$ cat config.mk
export PLATFORM = sky130hd
export DESIGN_NAME = sha1_hash_flat
export DESIGN_NICKNAME = d
export VERILOG_FILES = /design/src/sv/sha1_pkg.sv /design/src/sv/sha1_if.sv /design/src/sv/sha1_core.sv /design/src/sv/sha1_hash.sv /design/src/flat_wrapper.sv
export SDC_FILE = /design/constraint.sdc
export NUM_CORES = 2
export LEC_CHECK = 0
export BUFFER_PORTS_ARGS = -buffer_cell sky130_fd_sc_hd__buf_2
export CAP_MARGIN = 20
export CORE_MARGIN = 2
export CORE_UTILIZATION = 38
export CTS_CLUSTER_SIZE = 8
export DETAILED_ROUTE_END_ITERATION = 10
export REMOVE_ABC_BUFFERS = 1
export SLEW_MARGIN = 0
export SYNTH_ARGS = -nofsm -noshare
export SYNTH_HDL_FRONTEND = slang
export SYNTH_SLANG_ARGS = --single-unit
export TNS_END_PERCENT = 10
$ cat constraint.sdc
create_clock -name clk -period 22.8 [get_ports clk]
set_input_delay 2.28 -clock clk [delete_from_list [all_inputs] [get_ports clk]]
set_output_delay 2.28 -clock clk [all_outputs]
set_load 0.03 [all_outputs]
$ cat src/sv/sha1_pkg.sv
// Shared types and constants for the SHA-1 hash engine.
`default_nettype none

package sha1_pkg;

  localparam int NUM_WORDS  = 5;
  localparam int NUM_ROUNDS = 80;

  typedef logic [NUM_WORDS-1:0][31:0] word5_t;

  localparam word5_t INIT_CHAIN = {
    32'hC3D2E1F0, 32'h10325476, 32'h98BADCFE, 32'hEFCDAB89, 32'h67452301
  };

  localparam logic KIND_BYTE = 1'b0;
  localparam logic KIND_END  = 1'b1;

  localparam logic [7:0] PAD_MARK  = 8'h80;
  localparam logic [5:0] LEN_FILL  = 6'd56;
  localparam logic [5:0] LAST_FILL = 6'd63;
  localparam logic [3:0] LEN_BYTES = 4'd8;
  localparam logic [2:0] LAST_IDX  = 3'd4;

  typedef enum logic [1:0] {
    ST_IDLE,
    ST_PAD,
    ST_ROUND,
    ST_OUT
  } state_t;

  typedef struct packed {
    logic push;
    logic start;
  } core_ctl_t;

endpackage

`default_nettype wire

$ cat src/sv/sha1_if.sv
// Valid/ready channel interfaces for the SHA-1 hash engine.
`default_nettype none

interface sha1_in_if;
  logic       valid;
  logic       ready;
  logic       kind;
  logic [7:0] data_byte;

  modport source (output valid, kind, data_byte, input ready);
  modport sink (input valid, kind, data_byte, output ready);
endinterface

interface sha1_out_if;
  logic        valid;
  logic        ready;
  logic [31:0] digest_word;
  logic [2:0]  word_index;
  logic        last_word;

  modport source (output valid, digest_word, word_index, last_word, input ready);
  modport sink (input valid, digest_word, word_index, last_word, output ready);
endinterface

`default_nettype wire

$ cat src/sv/sha1_core.sv
// Block buffer, message schedule and shared round unit of the SHA-1 engine.
`default_nettype none

module sha1_core import sha1_pkg::*; (
  input  wire logic       clk,
  input  wire logic       rst_n,
  input  wire core_ctl_t  ctl,
  input  wire logic [7:0] push_byte,
  input  wire word5_t     chain_in,
  output word5_t          work,
  output logic            done
);

  localparam logic [6:0] LAST_ROUND = 7'(NUM_ROUNDS - 1);

  logic [511:0] blk_r;
  word5_t       work_r;
  logic [6:0]   rnd_r;
  logic         run_r;
  logic         done_r;

  logic [31:0] w0, w2, w8, w13, w_new;
  logic [31:0] f_val, k_val, t_sum;
  logic [31:0] a, b, c, d, e;

  assign w0  = blk_r[511:480];
  assign w2  = blk_r[447:416];
  assign w8  = blk_r[255:224];
  assign w13 = blk_r[95:64];

  always_comb begin
    logic [31:0] x;
    x     = w13 ^ w8 ^ w2 ^ w0;
    w_new = {x[30:0], x[31]};
  end

  assign a = work_r[0];
  assign b = work_r[1];
  assign c = work_r[2];
  assign d = work_r[3];
  assign e = work_r[4];

  always_comb begin
    if (rnd_r < 7'd20) begin
      f_val = (b & c) | (~b & d);
      k_val = 32'h5A827999;
    end else if (rnd_r < 7'd40) begin
      f_val = b ^ c ^ d;
      k_val = 32'h6ED9EBA1;
    end else if (rnd_r < 7'd60) begin
      f_val = (b & c) | (b & d) | (c & d);
      k_val = 32'h8F1BBCDC;
    end else begin
      f_val = b ^ c ^ d;
      k_val = 32'hCA62C1D6;
    end
    t_sum = {a[26:0], a[31:27]} + f_val + e + k_val + w0;
  end

  always_ff @(posedge clk) begin
    if (ctl.push) begin
      blk_r <= {blk_r[503:0], push_byte};
    end else if (run_r) begin
      blk_r <= {blk_r[479:0], w_new};
    end
  end

  always_ff @(posedge clk) begin
    if (ctl.start) begin
      work_r <= chain_in;
    end else if (run_r) begin
      work_r <= {d, c, {b[1:0], b[31:2]}, a, t_sum};
    end
  end

  always_ff @(posedge clk) begin
    if (!rst_n) begin
      run_r  <= 1'b0;
      rnd_r  <= '0;
      done_r <= 1'b0;
    end else begin
      done_r <= run_r && (rnd_r == LAST_ROUND);
      if (ctl.start) begin
        run_r <= 1'b1;
        rnd_r <= '0;
      end else if (run_r) begin
        rnd_r <= rnd_r + 7'd1;
        if (rnd_r == LAST_ROUND) begin
          run_r <= 1'b0;
        end
      end
    end
  end

  assign work = work_r;
  assign done = done_r;

endmodule

`default_nettype wire

$ cat src/sv/sha1_hash.sv
// Top level of the SHA-1 hash engine over a byte stream.
//
//   Channel   Dir   Carries
//   in_ch     in    kind, data_byte: one message byte or the end-of-message mark
//   out_ch    out   digest_word, word_index, last_word: five beats per digest
//
// The 64th message byte of a block starts the shared round unit, which runs 80 rounds
// at one per cycle and then folds the result into the chaining words. The end mark
// adds 9 to 72 padding bytes and one or two compressions, then five output beats.
// Input is held off while rounds, padding or output run.
// Reset is synchronous and returns the chaining words to the initial constants.
`default_nettype none

module sha1_hash import sha1_pkg::*; (
  input  wire logic   clk,
  input  wire logic   rst_n,
  sha1_in_if.sink     in_ch,
  sha1_out_if.source  out_ch
);

  state_t      state_r, state_nxt;
  word5_t      chain_r;
  logic [5:0]  fill_r;
  logic [63:0] cnt_r;
  logic        mark_r;
  logic [3:0]  len_cnt_r;
  logic [2:0]  idx_r;

  core_ctl_t   ctl;
  logic [7:0]  push_byte;
  word5_t      work;
  logic        done;

  logic in_acc, out_acc, len_phase, blk_full;

  assign in_acc    = in_ch.valid && in_ch.ready;
  assign out_acc   = out_ch.valid && out_ch.ready;
  assign len_phase = mark_r && ((fill_r == LEN_FILL) || (len_cnt_r != '0));

  always_comb begin
    ctl.push  = 1'b0;
    push_byte = in_ch.data_byte;
    if ((state_r == ST_IDLE) && in_acc && (in_ch.kind == KIND_BYTE)) begin
      ctl.push = 1'b1;
    end else if (state_r == ST_PAD) begin
      ctl.push = 1'b1;
      if (!mark_r) begin
        push_byte = PAD_MARK;
      end else if (len_phase) begin
        push_byte = cnt_r[63:56];
      end else begin
        push_byte = '0;
      end
    end
    blk_full  = ctl.push && (fill_r == LAST_FILL);
    ctl.start = blk_full;
  end

  sha1_core u_core (
    .clk       (clk),
    .rst_n     (rst_n),
    .ctl       (ctl),
    .push_byte (push_byte),
    .chain_in  (chain_r),
    .work      (work),
    .done      (done)
  );

  always_comb begin
    state_nxt = state_r;
    unique case (state_r)
      ST_IDLE: begin
        if (in_acc) begin
          if (in_ch.kind == KIND_END) begin
            state_nxt = ST_PAD;
          end else if (blk_full) begin
            state_nxt = ST_ROUND;
          end
        end
      end
      ST_PAD: begin
        if (blk_full) begin
          state_nxt = ST_ROUND;
        end
      end
      ST_ROUND: begin
        if (done) begin
          if (!mark_r) begin
            state_nxt = ST_IDLE;
          end else if (len_cnt_r == LEN_BYTES) begin
            state_nxt = ST_OUT;
          end else begin
            state_nxt = ST_PAD;
          end
        end
      end
      ST_OUT: begin
        if (out_acc && (idx_r == LAST_IDX)) begin
          state_nxt = ST_IDLE;
        end
      end
      default: state_nxt = ST_IDLE;
    endcase
  end

  always_comb begin
    in_ch.ready        = (state_r == ST_IDLE);
    out_ch.valid       = (state_r == ST_OUT);
    out_ch.digest_word = chain_r[idx_r];
    out_ch.word_index  = idx_r;
    out_ch.last_word   = (idx_r == LAST_IDX);
  end

  always_ff @(posedge clk) begin
    if (!rst_n) begin
      state_r   <= ST_IDLE;
      chain_r   <= INIT_CHAIN;
      fill_r    <= '0;
      cnt_r     <= '0;
      mark_r    <= 1'b0;
      len_cnt_r <= '0;
      idx_r     <= '0;
    end else begin
      state_r <= state_nxt;
      if (ctl.push) begin
        fill_r <= fill_r + 6'd1;
      end
      if ((state_r == ST_IDLE) && ctl.push) begin
        cnt_r <= cnt_r + 64'd8;
      end
      if (state_r == ST_PAD) begin
        if (!mark_r) begin
          mark_r <= 1'b1;
        end else if (len_phase) begin
          cnt_r     <= {cnt_r[55:0], 8'h00};
          len_cnt_r <= len_cnt_r + 4'd1;
        end
      end
      if ((state_r == ST_ROUND) && done) begin
        for (int i = 0; i < NUM_WORDS; i++) begin
          chain_r[i] <= chain_r[i] + work[i];
        end
        idx_r <= '0;
      end
      if (out_acc) begin
        if (idx_r == LAST_IDX) begin
          chain_r   <= INIT_CHAIN;
          fill_r    <= '0;
          cnt_r     <= '0;
          mark_r    <= 1'b0;
          len_cnt_r <= '0;
          idx_r     <= '0;
        end else begin
          idx_r <= idx_r + 3'd1;
        end
      end
    end
  end

endmodule

`default_nettype wire

$ cat src/flat_wrapper.sv
// flat-port wrapper written by rule: the top's interface ports become plain ports
module sha1_hash_flat import sha1_pkg::*;
  (clk, rst_n, in_ch_valid, in_ch_kind, in_ch_data_byte, in_ch_ready, out_ch_valid, out_ch_digest_word, out_ch_word_index, out_ch_last_word, out_ch_ready);
  sha1_in_if in_ch_i ();
  sha1_out_if out_ch_i ();
  input  wire logic clk;
  input  wire logic rst_n;
  input wire logic [$bits(in_ch_i.valid)-1:0] in_ch_valid;
  input wire logic [$bits(in_ch_i.kind)-1:0] in_ch_kind;
  input wire logic [$bits(in_ch_i.data_byte)-1:0] in_ch_data_byte;
  output wire logic [$bits(in_ch_i.ready)-1:0] in_ch_ready;
  output wire logic [$bits(out_ch_i.valid)-1:0] out_ch_valid;
  output wire logic [$bits(out_ch_i.digest_word)-1:0] out_ch_digest_word;
  output wire logic [$bits(out_ch_i.word_index)-1:0] out_ch_word_index;
  output wire logic [$bits(out_ch_i.last_word)-1:0] out_ch_last_word;
  input wire logic [$bits(out_ch_i.ready)-1:0] out_ch_ready;
  assign in_ch_i.valid = in_ch_valid;
  assign in_ch_i.kind = in_ch_kind;
  assign in_ch_i.data_byte = in_ch_data_byte;
  assign in_ch_ready = in_ch_i.ready;
  assign out_ch_valid = out_ch_i.valid;
  assign out_ch_digest_word = out_ch_i.digest_word;
  assign out_ch_word_index = out_ch_i.word_index;
  assign out_ch_last_word = out_ch_i.last_word;
  assign out_ch_i.ready = out_ch_ready;
  sha1_hash u_core (.clk(clk), .rst_n(rst_n), .in_ch(in_ch_i), .out_ch(out_ch_i));
endmodule
==> summary.txt <==
Run status
  – Result of the run: finished clean

Setup path
  – Arrival time of data at the critical path endpoint: 8.06 ns
  – Nature of the critical path endpoint: register
  – Worst reg2reg endpoint: u_core.u_core.a[30]
  – Startpoint of the most critical setup path: u_core.u_core.rnd_r[4]
  – Destination of the critical timing path: u_core.u_core.a[30]
  – FF-to-FF setup slack: 15.26 ns
  – Startpoint of the worst register-to-register path: u_core.u_core.rnd_r[4]
  – Critical path type: register to register
  – Worst Setup Start Kind: register
  – Highest net fanout along the worst path: 25
  – Number of cells on the worst reg-to-reg path: 25
  – Data required time of the critical path: around 23 ns

Pwr
  – Maximum vdd ir drop: approximately 0.000054 V
  – Leakage power figure: about 25 nW
  – Total power per unit cell area: between 80 and 90 nW/µm²

GRT
  – Overall Global Routing Usage: 20.50%
  – Maximum number of pins on one net before global-route repair: approximately 250
  – Total grt overflow: 0
  – First-pass GRT wire length: about 230,000 µm
  – Via count of the first global-routing pass: about 39k
  – Number of antenna violations at the first check in global routing: 6

Routing
  – Average wire per standard cell: about 19 µm
  – Vias per std cell: between 5 and 6
  – Final ANT Viol Nets: 0
  – Count of TritonRoute iterations in the first routing pass: 8
  – Post-route DRC: 0
  – Routed via count: slightly above 40k
  – Total length of routed wires: approximately 150,000 µm
  – Count of routing violations after the opening detailed-route iteration: 3,736

Layout
  – Final antenna diode count: 0
  – Post-layout nets: approximately 6.1k
  – Layout Area Growth over Synthesis: 11.19%
  – Proportion of layout cells with a drive suffix above 1: ~5.2%
  – Final Cell Area: around 59,000 µm²

Clock network
  – Sink count of the clock tree: a little over 900
  – H-tree depth: 4
  – Clock transition at the register clock pins on the worst setup and hold paths after CTS: 0.05 ns
  – Number of buffers inserted during clock tree synthesis: about 130
  – Root Buffer: sky130_fd_sc_hd__clkbuf_16
  – Clk_lat worst skew: just under 0.8 ns
  – CTS Buffer Depth: 3
  – Hold-fix buffer count after cts: 0
  – Resized cells post-CTS: 0
  – Number of setup buffers added after CTS: 0
  – Clock tree from TritonCTS: built

Floorplan
  – Initial core utilization: a little under two fifths
  – DIE AREA: 141,700 µm²
  – Number of placement rows: ~140
  – Chip Height: approximately 380 µm
  – Die extent in x: around 380 µm
  – Top-Level Pins: 51
  – Core Region: 137,500 µm²

STA
  – Number of setup violations in the final report: 0
  – Fin. max-slew vios: 0
  – Total Neg Setup Slack: 0 ns
  – Final critical-path required period: about 7.5 ns
  – Slew at the pin closest to its max-slew limit: 1.299 ns
  – Final setup skew: slightly above 0.03 ns
  – Final clock period utilization by the worst path: roughly 33%
  – Setup repair after global routing missed its margin: false
  – Max_slew headroom: 13.37%
  – Max Freq: approximately 130 MHz
  – Endpoints failing hold: 0

Placement
  – Weighted congestion at the end of routability-driven global placement: 0.9457
  – IO Port Bufs: 50
  – HPWL Detailed: 100,600 µm
  – Cell area after placement: between 50,000 and 60,000 µm²

Job
  – Max-cap violations: 0

Synth
  – Top-area cell type share of the netlist area: 38.30%
  – Asr flop ratio synth: 0%
  – Synth top cells by count: sky130_fd_sc_hd__nand2_1 (2,176), sky130_fd_sc_hd__edfxtp_1 (672), sky130_fd_sc_hd__nor2_1 (265), sky130_fd_sc_hd__inv_1 (255)
  – Area of the mapped netlist: 52,690 µm²
  – Main area contributors after synthesis: sky130_fd_sc_hd__edfxtp_1 (38%), sky130_fd_sc_hd__nand2_1 (16%), sky130_fd_sc_hd__dfxtp_1 (9.5%)
  – Dominant register cell in the synthesized netlist: sky130_fd_sc_hd__edfxtp_1
  – Gate count of the mapped netlist: 5,781
  – Number of unique standard cell types used by synthesis: about 80
  – Most instantiated library cell after synthesis: sky130_fd_sc_hd__nand2_1
  – Avg Inst Size Synth: just over 9 µm²
  – Part of the Yosys area used for sequential elements: between 40% and 50%
  – Seq cells post-synth: slightly above 900
  – Top cell type by total area after synthesis: sky130_fd_sc_hd__edfxtp_1
  – Post-synth EDFFs: between 600 and 700
  – Yosys warning total: 0

Hold path
  – Min-delay worst type: register to register
==> placed cells by master (no fill, tap or decap), types with 125 or more instances in the layout <==
master                      synthesis  routed
sky130_fd_sc_hd__ha_1             228     228
sky130_fd_sc_hd__edfxtp_1         672     672
sky130_fd_sc_hd__fa_1             125     125
sky130_fd_sc_hd__inv_1            255     255
sky130_fd_sc_hd__dfxtp_1          249     246
sky130_fd_sc_hd__a21oi_1          250     250
sky130_fd_sc_hd__o21ai_0          222     222
sky130_fd_sc_hd__xnor2_1          223     223
sky130_fd_sc_hd__clkbuf_16          0     136
sky130_fd_sc_hd__nand2_1         2176    2174
sky130_fd_sc_hd__nor2_1           265     263
==> worst min path at each step <==
stage | from | end | cells past startpoint
after detailed placement | u_core.cnt_r[2] | u_core.cnt_r[2] | 1
after global placement | u_core.cnt_r[1] | u_core.cnt_r[1] | 1
after floorplan | u_core.cnt_r[34] | u_core.cnt_r[42] | 2
final | u_core.cnt_r[2] | u_core.cnt_r[2] | 1
after global routing | u_core.cnt_r[1] | u_core.cnt_r[1] | 1
after CTS | u_core.cnt_r[2] | u_core.cnt_r[2] | 1
==> state kept, by name (all words and copies together) (netlist names), 2 cells and up <==
name	count
u_core.u_core.d	32
u_core.state_r	2
u_core.u_core.blk_r	512
u_core.u_core.a	32
u_core.u_core.b	32
u_core.out_ch.word_index	3
u_core.u_core.e	32
u_core.chain_r	160
u_core.len_cnt_r	4
u_core.fill_r	6
u_core.u_core.rnd_r	7
u_core.cnt_r	64
u_core.u_core.c	32
==> report_power, final <==
group,total [mW],leakage (nW),switching (mW),internal [mW]
Combinational,0.918,14.3,0.572,0.345
Sequential,2.25,8.36,0.136,2.11
Clock,1.90,1.88,0.774,1.12
Total,5.06,24.5,1.48,3.58
==> layer usage <==
metal,GRT usage [%],wire length (µm),vias to the layer above
li1,-,-,19450
met1,29.62,67500,19650
met2,31.29,64740,1212
met3,3.646,10330,228
met4,6.038,3500,10
met5,0,64,-
==> kinds of logic (layout without fill, tap and decap cells) <==
| logic type | Yosys count | after routing | share of synthesized area, % |
|---|---|---|---|
| buffers and inverters | 515 | 567 | 3.671 |
| AO/OA/AOI/OAI | 866 | 866 | 10.35 |
| flip-flops | 921 | 921 | 47.75 |
| multiplexers | 42 | 42 | 1.560 |
| AND/OR/NAND/NOR | 2758 | 2758 | 21.09 |
| adder cells (fa/ha/maj) | 353 | 353 | 10.16 |
| XOR/XNOR | 326 | 326 | 5.419 |
==> final cells by class <==
cell class,instances,area [µm²]
Inverter,256,960.9
Fill cell,13500,78900
Clock inverter,12,254.0
Clock buffer,212,3699
Tap cell,1794,2245
Multi-Input combinational cell,4345,25660
Sequential cell,921,25170
Timing Repair Buffer,87,610.6
==> metrics by stage <==
| step | total power, mW | cells | hold WS (ns) | utilization, % | setup WS [ns] |
|---|---|---|---|---|---|
| global placement | 3.178 | 7402 | 0.4668 | 39.72 | 15.36 |
| detailed placement | 3.196 | 7402 | 0.4689 | 39.72 | 15.27 |
| global route | 5.318 | 7627 | 0.4998 | 42.62 | 14.73 |
| floorplan | 3.112 | 5522 | 0.4523 | - | 4.432 |
| finish | 5.065 | 7627 | 0.4771 | 42.62 | 15.26 |
| CTS | 5.107 | 7626 | 0.4807 | 42.60 | 15.25 |
==> worst max-delay path, cell delays in order, from the launching register on <==
cell                       delay, ns
sky130_fd_sc_hd__dfxtp_1        0.37
sky130_fd_sc_hd__a41oi_1        0.47
sky130_fd_sc_hd__inv_1          0.38
sky130_fd_sc_hd__nor2_1         0.31
sky130_fd_sc_hd__inv_2          0.06
sky130_fd_sc_hd__nand2_1        0.45
sky130_fd_sc_hd__buf_4          0.44
sky130_fd_sc_hd__nor2_1         0.07
sky130_fd_sc_hd__nor2_1         0.13
sky130_fd_sc_hd__fa_1           0.46
sky130_fd_sc_hd__fa_1           0.52
sky130_fd_sc_hd__inv_1          0.05
sky130_fd_sc_hd__fa_1           0.56
sky130_fd_sc_hd__inv_1          0.06
sky130_fd_sc_hd__ha_1           0.30
sky130_fd_sc_hd__a211oi_1       0.46
sky130_fd_sc_hd__o211ai_1       0.22
sky130_fd_sc_hd__a41o_1         0.32
sky130_fd_sc_hd__a31oi_1        0.40
sky130_fd_sc_hd__or4_1          0.26
sky130_fd_sc_hd__a211oi_1       0.12
sky130_fd_sc_hd__nand3_1        0.11
sky130_fd_sc_hd__nand2_1        0.08
sky130_fd_sc_hd__o31ai_1        0.29
sky130_fd_sc_hd__nor4b_1        0.10
sky130_fd_sc_hd__a211o_1        0.30
No activity file was read; power rests on OpenSTA's default activity.
